### config.mk
export PLATFORM = sky130hd
export DESIGN_NAME = absg_acc
export DESIGN_NICKNAME = d
export VERILOG_FILES = /design/src/rtl/core/absg_acc.sv
export SDC_FILE = /design/constraint.sdc
export NUM_CORES = 1
export LEC_CHECK = 0
export BUFFER_PORTS_ARGS = -buffer_cell sky130_fd_sc_hd__buf_2
export CAP_MARGIN = 20
export CORE_UTILIZATION = 49
export DETAILED_ROUTE_END_ITERATION = 10
export PLACE_DENSITY = 0.93
export SYNTH_ARGS = -nofsm -noshare
export SYNTH_HDL_FRONTEND = slang
export SYNTH_SLANG_ARGS = --single-unit
### constraint.sdc
create_clock -name i_clk -period 1.4 [get_ports i_clk]
set_clock_uncertainty 0.05 [all_clocks]
set_input_delay 0.21 -clock i_clk [delete_from_list [all_inputs] [get_ports i_clk]]
set_output_delay 0.21 -clock i_clk [all_outputs]
set_load 0.02 [all_outputs]
### src/rtl/core/absg_acc.sv
// shared xor accumulator folding gated operand shares
module absg_acc #(
    parameter int DW = 129
) (
    input  logic          i_clk,
    input  logic          i_clr,
    input  logic          i_en,
    input  logic          i_gate,
    input  logic [DW-1:0] i_data,
    output logic [DW-1:0] o_acc
);
    logic [DW-1:0] r_acc;

    assign o_acc = r_acc;

    always_ff @(posedge i_clk) begin
        if (i_clr) begin
            r_acc <= '0;
        end else if (i_en && i_gate) begin
            r_acc <= r_acc ^ i_data;
        end
    end

endmodule

Word level (Yosys, flattened, before mapping) --
Index checks and enable logic that the tools add are counted.
Cells by class: bitwise gates (word level) 1, reductions and logical operators 1
Operators by type and width (number):
- $xor A129 B129 Y129 | 1
- $logic_and A1 B1 Y1 | 1
Word-level totals: flip-flop bits (word level) 129, output and inout port bits 129

Depth between registers and ports, before layout --
word-level depth 1, depth in mapped cells 5

Least setup slack after synthesis --
Ideal clock, no wire load.
kind in2reg, start point input port i_gate, end point register r_acc[118] (netlist: o_acc[118]), setup time 0.121 ns, data arrival time 0.927 ns, path slack 0.302 ns, stages on the path 4, buffers on the path 2, cells stage by stage buf_2 > buf_2 > nand3_1 > mux2_2
On the way: cells in the longest elaborated chain, start to end 1
Ends and longest elaborated chain:
- start: declaration | RTL line 8 | input logic i_gate,
- $logic_and A1 B1 Y1 | RTL line 19 | end else if (i_en && i_gate) begin
- end signal: assignment | RTL line 20 | r_acc <= r_acc ^ i_data;
- end: declaration | RTL line 12 | logic [DW-1:0] r_acc;
Every way passes these cells. A chain may end at the register's enable or synchronous reset.

Worst setup path after layout --
start point register r_acc[25] (netlist: o_acc[25]), end point output port o_acc[25]
RTL lines:
- end: declaration | RTL line 10 | output logic [DW-1:0] o_acc
No word-level cell between the ends.

==> out/results.env <==
RUN_STATUS='finished clean'
PATH_DELAY_FAMILY='flip-flops'
SWITCHING_SHARE_PCT=25.05
MAX-CLOCK-PATH-BUFFERS=2
SYNTH_ENABLE_FLOP_CELLS=0
DRT-PASS1-ITER-COUNT=5
ASYNCSETRESETFLOPFRACSYNTH_PCT=0
CTS_INSERTED_BUFFERS=17
YOSYS_WARNINGS=0
FINALWORSTPATHREQUIREDPERIOD_NS=1.232
CORE-AREA_UM2=12620
CRITPATHBUFINV=1
GR-USAGE-ALL-LAYERS_PCT=23.06
WORST_IR_DROP_VDD_V=0.0006747
PIN_COUNT=262
PATH_CLK_SLEW_NS=0.06
POSTSYNTH.TOPFLOPCELL='dfxtp_1'
AVERAGE_WIRE_PER_CELL_IN_THE_ROUTED_DESIGN_UM=13.85
ROUTE.FINAL.WIRE_LENGTH_MM=15.71
FP-ROW-COUNT=41
MAXSLEWHEADROOM_PCT=78.80
POSTSYNTHAREAPERCELL_UM2=9.051
FINALSETUPTNS_NS=0
WORSTPATHARRIVAL_NS=0.97
DP_HPWL_MM=11.12
CTS_SINKS=129
FIRST_PASS_GRT_WIRE_LENGTH_MM=24.18
FINAL_WORST_PATH_PERIOD_SHARE_PCT=88.03
MAX_REG_FLOPS=129
CTS_POST_SETUP_BUFFERS_INSERTED=0
MAXCAPVIOLCOUNT=0
YOSYSSEQAREASHARE_PCT=40.70
CRIT_REQUIRED_NS=1.14
REMAINING_DRC_ERRORS=0
CTS_HOLD_REPAIR.BUFFERS=0
DRV_SLEW=0
SYNTHESIS.NETS=834
GR-USAGE-MET2_PCT=39.96
ACHIEVABLE-FREQUENCY_MHz=811.4
UNREPAIRED_SETUP_ENDPOINTS_AFTER_GLOBAL_ROUTING='false'
GRT_MAX_DEGREE=56
SYNTH.FF_LATCH_COUNT=129
CRIT_FANOUT=3
DIE_AREA_UM2=13410
POWER.SHARE.CLOCK_PCT=45.2
YOSYS-TOP-CELLS-AREA='dfxtp_1, mux2_2, nor2b_1'
VIAS_PER_CELL=5.029
CLOCKROOTBUFFER='clkbuf_16'
WORSTMARGINPINSLEW_NS=0.3181
PLACEMENT.IO_BUFFERS=261
LEAKAGE_nW=4.236
SETUP.WORST_PATH.END_CLASS='primary output'
DIE_W_UM=115.8
SYNTH_CELLS=701
TRITONCTS='done'
GR-MAX-USAGE-LAYER='met2'
POWER-PER-CELL-AREA_nW_PER_UM2=1205
FIRST_ITER_VIOLATIONS=339
VIA_COUNT_OF_THE_FIRST_GLOBAL_ROUTING_PASS=5238
PATH_CLASS_OF_THE_LOWEST_SLACK_MIN_DELAY_PATH='in -> reg'
TIMING.CRITICAL_PATH.SLOWEST_CELL_DELAY_NS=0.37
INT_PWR_mW=7.621
LEAST_SETUP_SLACK_ACROSS_ALL_PATHS_AFTER_LAYOUT_NS=0.1675
OVERFLOW=0
WORSTSETUPSTARTPOINTTYPE='flip-flop'
SYN_TO_FINAL_GROWTH_PCT=33.03
YOSYS.CELL_TYPES.COUNT=10
MAPPEDNETLISTAREA_UM2=6345
FLOORPLAN.INITIALDENSITY_PCT=50.28
NETSWITCHINGPOWER_mW=2.547
PLACE.GP.CONGESTION=0.7867
SYNTH_AREA_LEADER_CELL='dfxtp_1'
CTS_MAX_LEVEL=4
FIN_NETS=1082
FINAL-HOLD-VIOLATION-COUNT=0
SYNTH_CELL_COUNT_LEADERS='dfxtp_1, mux2_2, nand3_1, nor2_1, nor2b_1'
GRTUSAGEMET3_PCT=7.479
DIE_Y_UM=115.8
CLKLATENCYLATEPIN_NS=0.41
CELL_AT_THE_SLOWEST_STAGE_OF_THE_CRITICAL_PATH='dfxtp_1'
LAYOUT-DRIVE-GT1-SHARE_PCT=46.36
NUMBER_OF_INSTANCES_RESIZED_DURING_POST_CTS_REPAIR=0
TIMING.HOLD.WS_NS=0.07215
POWER.COMBINATIONAL.FRACTION_PCT=15.2
VIAS=5703
SETUP.WORST_PATH.CLASS='reg -> out'
CRIT_CHAIN='buf_2'
SYNTH.TOP_CELL.AREA_SHARE_PCT=40.70
DRT.ANTENNA.VIOLATING_NETS=0
POST-PLACE-WS_NS=0.1119
FINALSETUPVIOLATIONS=0
ANTENNA_CELLS_INSERTED=0
GLOBALROUTEMET1UTIL_PCT=25.38
GRT_ANTENNA_BEFORE_REPAIR=0
SEQ_POWER_SHARE_PCT=39.6
cell families (layout without fill, tap and decap cells):
group	after synthesis	in the layout	synth area share, %
simple gates	387	387	30.82
mux	129	129	22.89
flops	129	129	40.70
buf+inv	56	317	5.581
layout make-up:
type / instances / area (µm²)
well taps: 172 / 215.2
fillers: 976 / 4179
flip-flops and latches: 129 / 2582
clock buffers: 22 / 494.2
repair buffers: 285 / 1610
multi-input cells: 516 / 3408
clock inverters: 10 / 130.1
layer usage:
| layer | vias up | share of wire [%] |
|---|---|---|
| met2 | 200 | 50 |
| met5 | - | 0 |
| li1 | 2826 | - |
| met1 | 2641 | 40 |
| met4 | 0 | 2.6 |
| met3 | 36 | 7.1 |
power by group through the flow:
stage	registers (mW)	logic, mW	clock network (mW)
floorplan	4.35	0.724	0
global placement	4.09	1.49	0
detailed placement	4.10	1.54	0
CTS	4.02	1.55	4.66
global route	4.05	1.68	4.85
finish	4.03	1.55	4.60
layout by cell type (no fill, tap or decap), drive strengths merged:
| master | synthesis | final |
|---|---|---|
| and2b | 15 | 15 |
| buf | 49 | 285 |
| bufinv | 0 | 3 |
| clkbuf | 7 | 22 |
| clkinv | 0 | 5 |
| clkinvlp | 0 | 2 |
| dfxtp | 129 | 129 |
| mux2 | 129 | 129 |
| nand3 | 129 | 129 |
| nor2 | 129 | 129 |
| nor2b | 114 | 114 |
path summary, 6_finish.rpt:
check | startpoint | end | slack (ns) | cells past startpoint
worst max-delay path | o_acc[25] | o_acc[25] | 0.17 | 1
worst min-delay path | i_data[76] | o_acc[76] | 0.07 | 3
worst max register to register | o_acc[103] | o_acc[103] | 0.47 | 2
worst min register to register | o_acc[80] | o_acc[80] | 0.51 | 2
stage by stage:
stage	std cells	area [µm²]	power (mW)	utilization, %
after floorplan	701	6345	5.075	-
after global placement	1102	7816	5.578	61.94
after detailed placement	1102	7816	5.638	61.94
after CTS	1134	8441	10.24	66.88
after global routing	1134	8441	10.58	66.88
final	1134	8441	10.17	66.88
No activity file was read; power rests on OpenSTA's default activity.
