## src/rtl/core/absg_pkg.sv

```systemverilog
// shared types and constants of the authenticated bit share gate engine
package absg_pkg;

    localparam int ADDR_W   = 10;
    localparam int CMD_W    = 4;
    localparam int FIELD_W  = 64;
    localparam int SIZE_W   = 11;
    localparam int CFG_AW   = 5;
    localparam int CFG_DW   = 64;

    localparam logic [SIZE_W-1:0] SIZE_RESET = 11'd1024;
    localparam logic              FP_RESET   = 1'b1;

    typedef enum logic [CMD_W-1:0] {
        CMD_READ = 4'd0,
        CMD_PRIV = 4'd1,
        CMD_PUB  = 4'd2,
        CMD_ZERO = 4'd3,
        CMD_ONE  = 4'd4,
        CMD_XOR  = 4'd5,
        CMD_INV  = 4'd6,
        CMD_AND  = 4'd7,
        CMD_OPEN = 4'd8
    } t_cmd;

    typedef enum logic [1:0] {
        ST_OK    = 2'd0,
        ST_RANGE = 2'd1,
        ST_UNSET = 2'd2
    } t_status;

    typedef struct packed {
        logic [FIELD_W-1:0] delta;
        logic               first_party;
        logic [SIZE_W-1:0]  store_size;
    } t_cfg;

endpackage

```

## src/rtl/core/absg_cfg.sv

```systemverilog
// apb configuration registers: delta, party role and store size
module absg_cfg (
    input  logic                          i_clk,
    input  logic                          i_rst_n,
    input  logic                          psel,
    input  logic                          penable,
    input  logic                          pwrite,
    input  logic [absg_pkg::CFG_AW-1:0]   paddr,
    input  logic [absg_pkg::CFG_DW-1:0]   pwdata,
    output logic [absg_pkg::CFG_DW-1:0]   prdata,
    output logic                          pready,
    output absg_pkg::t_cfg                o_cfg
);
    import absg_pkg::*;

    typedef enum logic [1:0] {
        REG_DELTA = 2'd0,
        REG_PARTY = 2'd1,
        REG_SIZE  = 2'd2,
        REG_NONE  = 2'd3
    } t_reg;

    t_cfg r_cfg;
    t_reg reg_sel;
    logic wr_hit;

    assign reg_sel = t_reg'(paddr[4:3]);
    assign wr_hit  = psel && penable && pwrite;
    assign pready  = 1'b1;
    assign o_cfg   = r_cfg;

    always_ff @(posedge i_clk) begin
        if (!i_rst_n) begin
            r_cfg.delta       <= '0;
            r_cfg.first_party <= FP_RESET;
            r_cfg.store_size  <= SIZE_RESET;
        end else if (wr_hit) begin
            unique case (reg_sel)
                REG_DELTA: r_cfg.delta       <= pwdata;
                REG_PARTY: r_cfg.first_party <= pwdata[0];
                REG_SIZE:  r_cfg.store_size  <= pwdata[SIZE_W-1:0];
                REG_NONE:  ;
            endcase
        end
    end

    always_comb begin
        unique case (reg_sel)
            REG_DELTA: prdata = r_cfg.delta;
            REG_PARTY: prdata = CFG_DW'(r_cfg.first_party);
            REG_SIZE:  prdata = CFG_DW'(r_cfg.store_size);
            REG_NONE:  prdata = '0;
        endcase
    end

endmodule

```

## config.mk

```make
export PLATFORM = sky130hd
export DESIGN_NAME = absg_cfg
export DESIGN_NICKNAME = d
export VERILOG_FILES = /design/src/rtl/core/absg_pkg.sv /design/src/rtl/core/absg_cfg.sv
export SDC_FILE = /design/constraint.sdc
export NUM_CORES = 1
export LEC_CHECK = 0
export ABC_AREA = 1
export ABC_CLOCK_PERIOD_IN_PS = 1200
export BUFFER_PORTS_ARGS = -buffer_cell sky130_fd_sc_hd__buf_2
export CORE_ASPECT_RATIO = 2
export CORE_MARGIN = 10
export CORE_UTILIZATION = 44
export CTS_CLUSTER_SIZE = 10
export DETAILED_ROUTE_END_ITERATION = 12
export GPL_TIMING_DRIVEN = 0
export PLACE_DENSITY = 0.82
export REMOVE_ABC_BUFFERS = 1
export SYNTH_ARGS = -nofsm -noshare
export SYNTH_HDL_FRONTEND = slang
export SYNTH_SLANG_ARGS = --single-unit
```

## constraint.sdc

```tcl
create_clock -name i_clk -period 1.2 [get_ports i_clk]
set_clock_uncertainty 0.05 [all_clocks]
set_input_delay 0.12 -clock i_clk [delete_from_list [all_inputs] [get_ports i_clk]]
set_output_delay 0.12 -clock i_clk [all_outputs]
set_load 0.1 [all_outputs]
```

# After elaboration in Yosys (flattened, before gate mapping)
# Index checks and enable logic that the tools add are counted.
# W data, S select, Z words.
# classes
n_mux	1
n_reduce_logical	6
n_eq_ne	3
# op_table
op	count
$pmux W64 S4	1
$reduce_and A2 Y1	3
$eq A2 B2 Y1 const B	2
$eq A2 B1 Y1 const B	1
$logic_and A1 B1 Y1	2
$logic_not A2 Y1	1
# word_totals
register_bits	76

# Longest topological paths before layout
# logic_depth
depth_word	3
mapped_depth	7

# Worst setup path before layout
# OpenSTA, ideal clock, no wires.
# synth_path
path_kind	register to output
startpoint	reg r_cfg, in the netlist o_cfg[23]
endpoint	out prdata[11] (netlist bit)
required_ns	1.030
path_slack_ns	-1.300
path_stages_with_launch	3
arrival_time_ns	2.330
cell_sequence	dfxtp_1 -> inv_1 -> nor2_1
# synth_between
elab_chain_len	1
# synth_rtl
item	line	source
from (decl)	absg_cfg.sv:23	t_cfg r_cfg;
$pmux W64 S4	absg_cfg.sv:48	unique case (reg_sel)
to (decl)	absg_cfg.sv:10	output logic [absg_pkg::CFG_DW-1:0] prdata,
# No other way between the ends.

# Worst setup path after layout
# layout_path
startpoint	reg r_cfg, in the netlist o_cfg[31]
endpoint	out prdata[19] (netlist bit)
# The elaborated chain is that of the path after synthesis.

==> results.ini <==
[outcome]
outcome=complete, but fails checks
violations=setup timing

[synth]
yosys.area_share.simple=0.3975
ys_warn_count=0
synth_edf_count=0
synth_fa_ha_area_frac=0
synthTopCellsByCount=205 x nor2_1, 118 x inv_1, 82 x nand2_1
yosys.area.top_type=dfxtp_1
ys_async_sr_fraction=0
synth_top_family_by_area=simple AND/OR/NAND/NOR gates
synth_most_common_cell=nor2_1
ys_seq_elements=76
synth_compound_area_frac=0.02459
synth_area_leaders=dfxtp_1 40%, nor2_1 20%, inv_1 12%, nand3_1 11%, nand2_1 8.2%
synth_ff_type=dfxtp_1
synth_seq_area_share=0.4041
synth_mux_area_frac=0
syn_area_sq_um=3765
ys_types=16
synth-xor-area-share=0
syn_inst=616
synth_top_area_share=0.4041
avgSynthCellArea_sq_um=6.112

[routing]
finalWirelength_um=19420
dr.pass1.iters=7
routedWlPerCell_um=21.02
antenna_left=0
post_drt_via_cell_ratio=5.382
first_iter_violations=320
via_count=4973
drc=0

[grt]
gr-total-overflow=0
grt_max_degree=77
grt_use_total=0.2108
grt_pass1_wl_um=21910
grt_pass1_vias=4341
antenna_found_initial=1

[clocking]
path_clk_slew_ns=0.06
cts_tree=built
numCtsBuffers=9
clock_path_buffers=2
htreeDepth=3
clk-insertion-delay-late_ns=0.33
root_buffer=clkbuf_16
cts.sinks=76

[worst_setup_path]
cp.arrival_ns=1.09
path_class=reg -> out
critPathLaunchType=flip-flop
critPathMaxFanout=3
worstPathRequired_ns=1.03
cp-end-kind=primary output

[floorplan]
num_io_pins=215
chipHeight_um=150.8
core_area_sq_um=8292
die_x_um=85.41
dieArea_sq_um=12880
rows=47
initial_utilization=0.4541

[power_and_ir_drop]
powerDensity_nw_per_um2=939.6
power.leakage_nw=3.138
vdd_ir_drop_max_mv=0.8548
p_total_w=0.006583

[timing]
max_freq_mhz=791.5
fin_crit_sh=1.053
setup_viol=30
rsz0062_at_grt=true
min_period_ns=1.263
drv_slew=0
worstMarginPinSlew_ns=0.8429
hold_viol=0
hold_slack_ns=0.05352
timing.slew.headroom=0.4375
layout_setup_ws_ns=-0.06344

[placement]
placedCellCount=888
hpwlAfterDp_um=9259
gp_congestion=0.7949
io_buffers=210

[cells_and_area]
final_util=0.8450
fillCellCount=420
fin_nets=892
layout-drive-gt1-share=0.5225
areaGrowthSynthToFinish_pct=86.11
largest_reg_flops=76
final_cells=924

[min_path]
hp-class=in -> reg

[run]
maxCapViolations=0

what timing repair did:
action	CTS	global route
setup endpoints to repair	216	94
buffers inserted	6	2
hold buffers	2	0
resized for setup	269	329
gates cloned	3	4
hold endpoints to repair	2	0
pin swaps	6	63
worst max-delay path: stages, from the launching register on:
cell     delay (ns)
dfxtp_2        0.37
inv_2          0.05
nor2_2         0.10
buf_6          0.24
per-stage QoR:
stage / cell area [sq um] / TNS, ns / setup slack, ns
final: 7007 / -0.7345 / -0.06344
after global routing: 6997 / -1.883 / -0.1397
after CTS: 5913 / -5.268 / -0.1624
after detailed placement: 4811 / -112.87 / -1.137
after global placement: 4738 / -298.45 / -3.800
after floorplan: 3565 / -213.57 / -2.435
layout by cell type, fill, tap and decap left out:
master / count
inv_6: 1
inv_1: 67
clkbuf_16: 9
nand2_8: 4
dfxtp_4: 5
clkbuf_1: 1
o21ai_0: 1
inv_2: 49
buf_6: 8
nand3_1: 78
inv_4: 2
dlygate4sd3_1: 2
inv_8: 1
dfxtp_1: 2
nor2_2: 5
buf_12: 68
nand2_2: 1
clkinv_2: 3
nor2_1: 149
dfxtp_2: 69
nand2_1: 81
nand3_2: 1
nor2_4: 57
diode_2: 5
buf_2: 67
buf_8: 1
buf_4: 77
conb_1: 1
a22o_1: 10
clkbuf_8: 1
worst paths after layout:
kind | from | end | slack (ns) | cells after the start
hold / removal | pwdata[32] | o_cfg[44] | 0.05 | 5
setup / recovery | o_cfg[31] | prdata[19] | -0.06 | 3
setup reg to reg | o_cfg[69] | o_cfg[69] | 0.46 | 3
hold reg to reg | o_cfg[11] | o_cfg[11] | 0.41 | 2
area by class of cell:
cell class                 count  area [sq um]  share of cell area
clock buffer                  11         242.7             0.03464
multi-input combinational    388          2120              0.3025
antenna                        5         12.51            0.001786
clock inverter                 3         15.01            0.002143
tap                           98         122.6             0.01750
timing repair buffer         223          2400              0.3425
sequential                    76          1627              0.2321
inverter                     120         467.9             0.06679
routing by layer:
metal | global-route usage | part of all wire | vias up
li1 | - | - | 2222
met1 | 0.1947 | 0.31 | 2280
met2 | 0.3946 | 0.53 | 355
met3 | 0.06347 | 0.087 | 116
met4 | 0.1175 | 0.075 | 0
met5 | 0 | 0 | -
power breakdown:
group,total (W),internal [W],switching [W]
sequential,0.00264,0.00258,0.0000607
clock,0.00241,0.00142,0.000987
combinational,0.00153,0.000406,0.00113
total,0.00658,0.00441,0.00217
kinds of logic (layout without fill, tap and decap cells):
| kind of cell | after synthesis | count (layout) |
|---|---|---|
| flops | 76 | 76 |
| simple gates | 369 | 376 |
| other cells | 1 | 6 |
| compound gates | 11 | 11 |
| buf+inv | 159 | 357 |
Note: power is estimated with default switching activity, not from simulation.
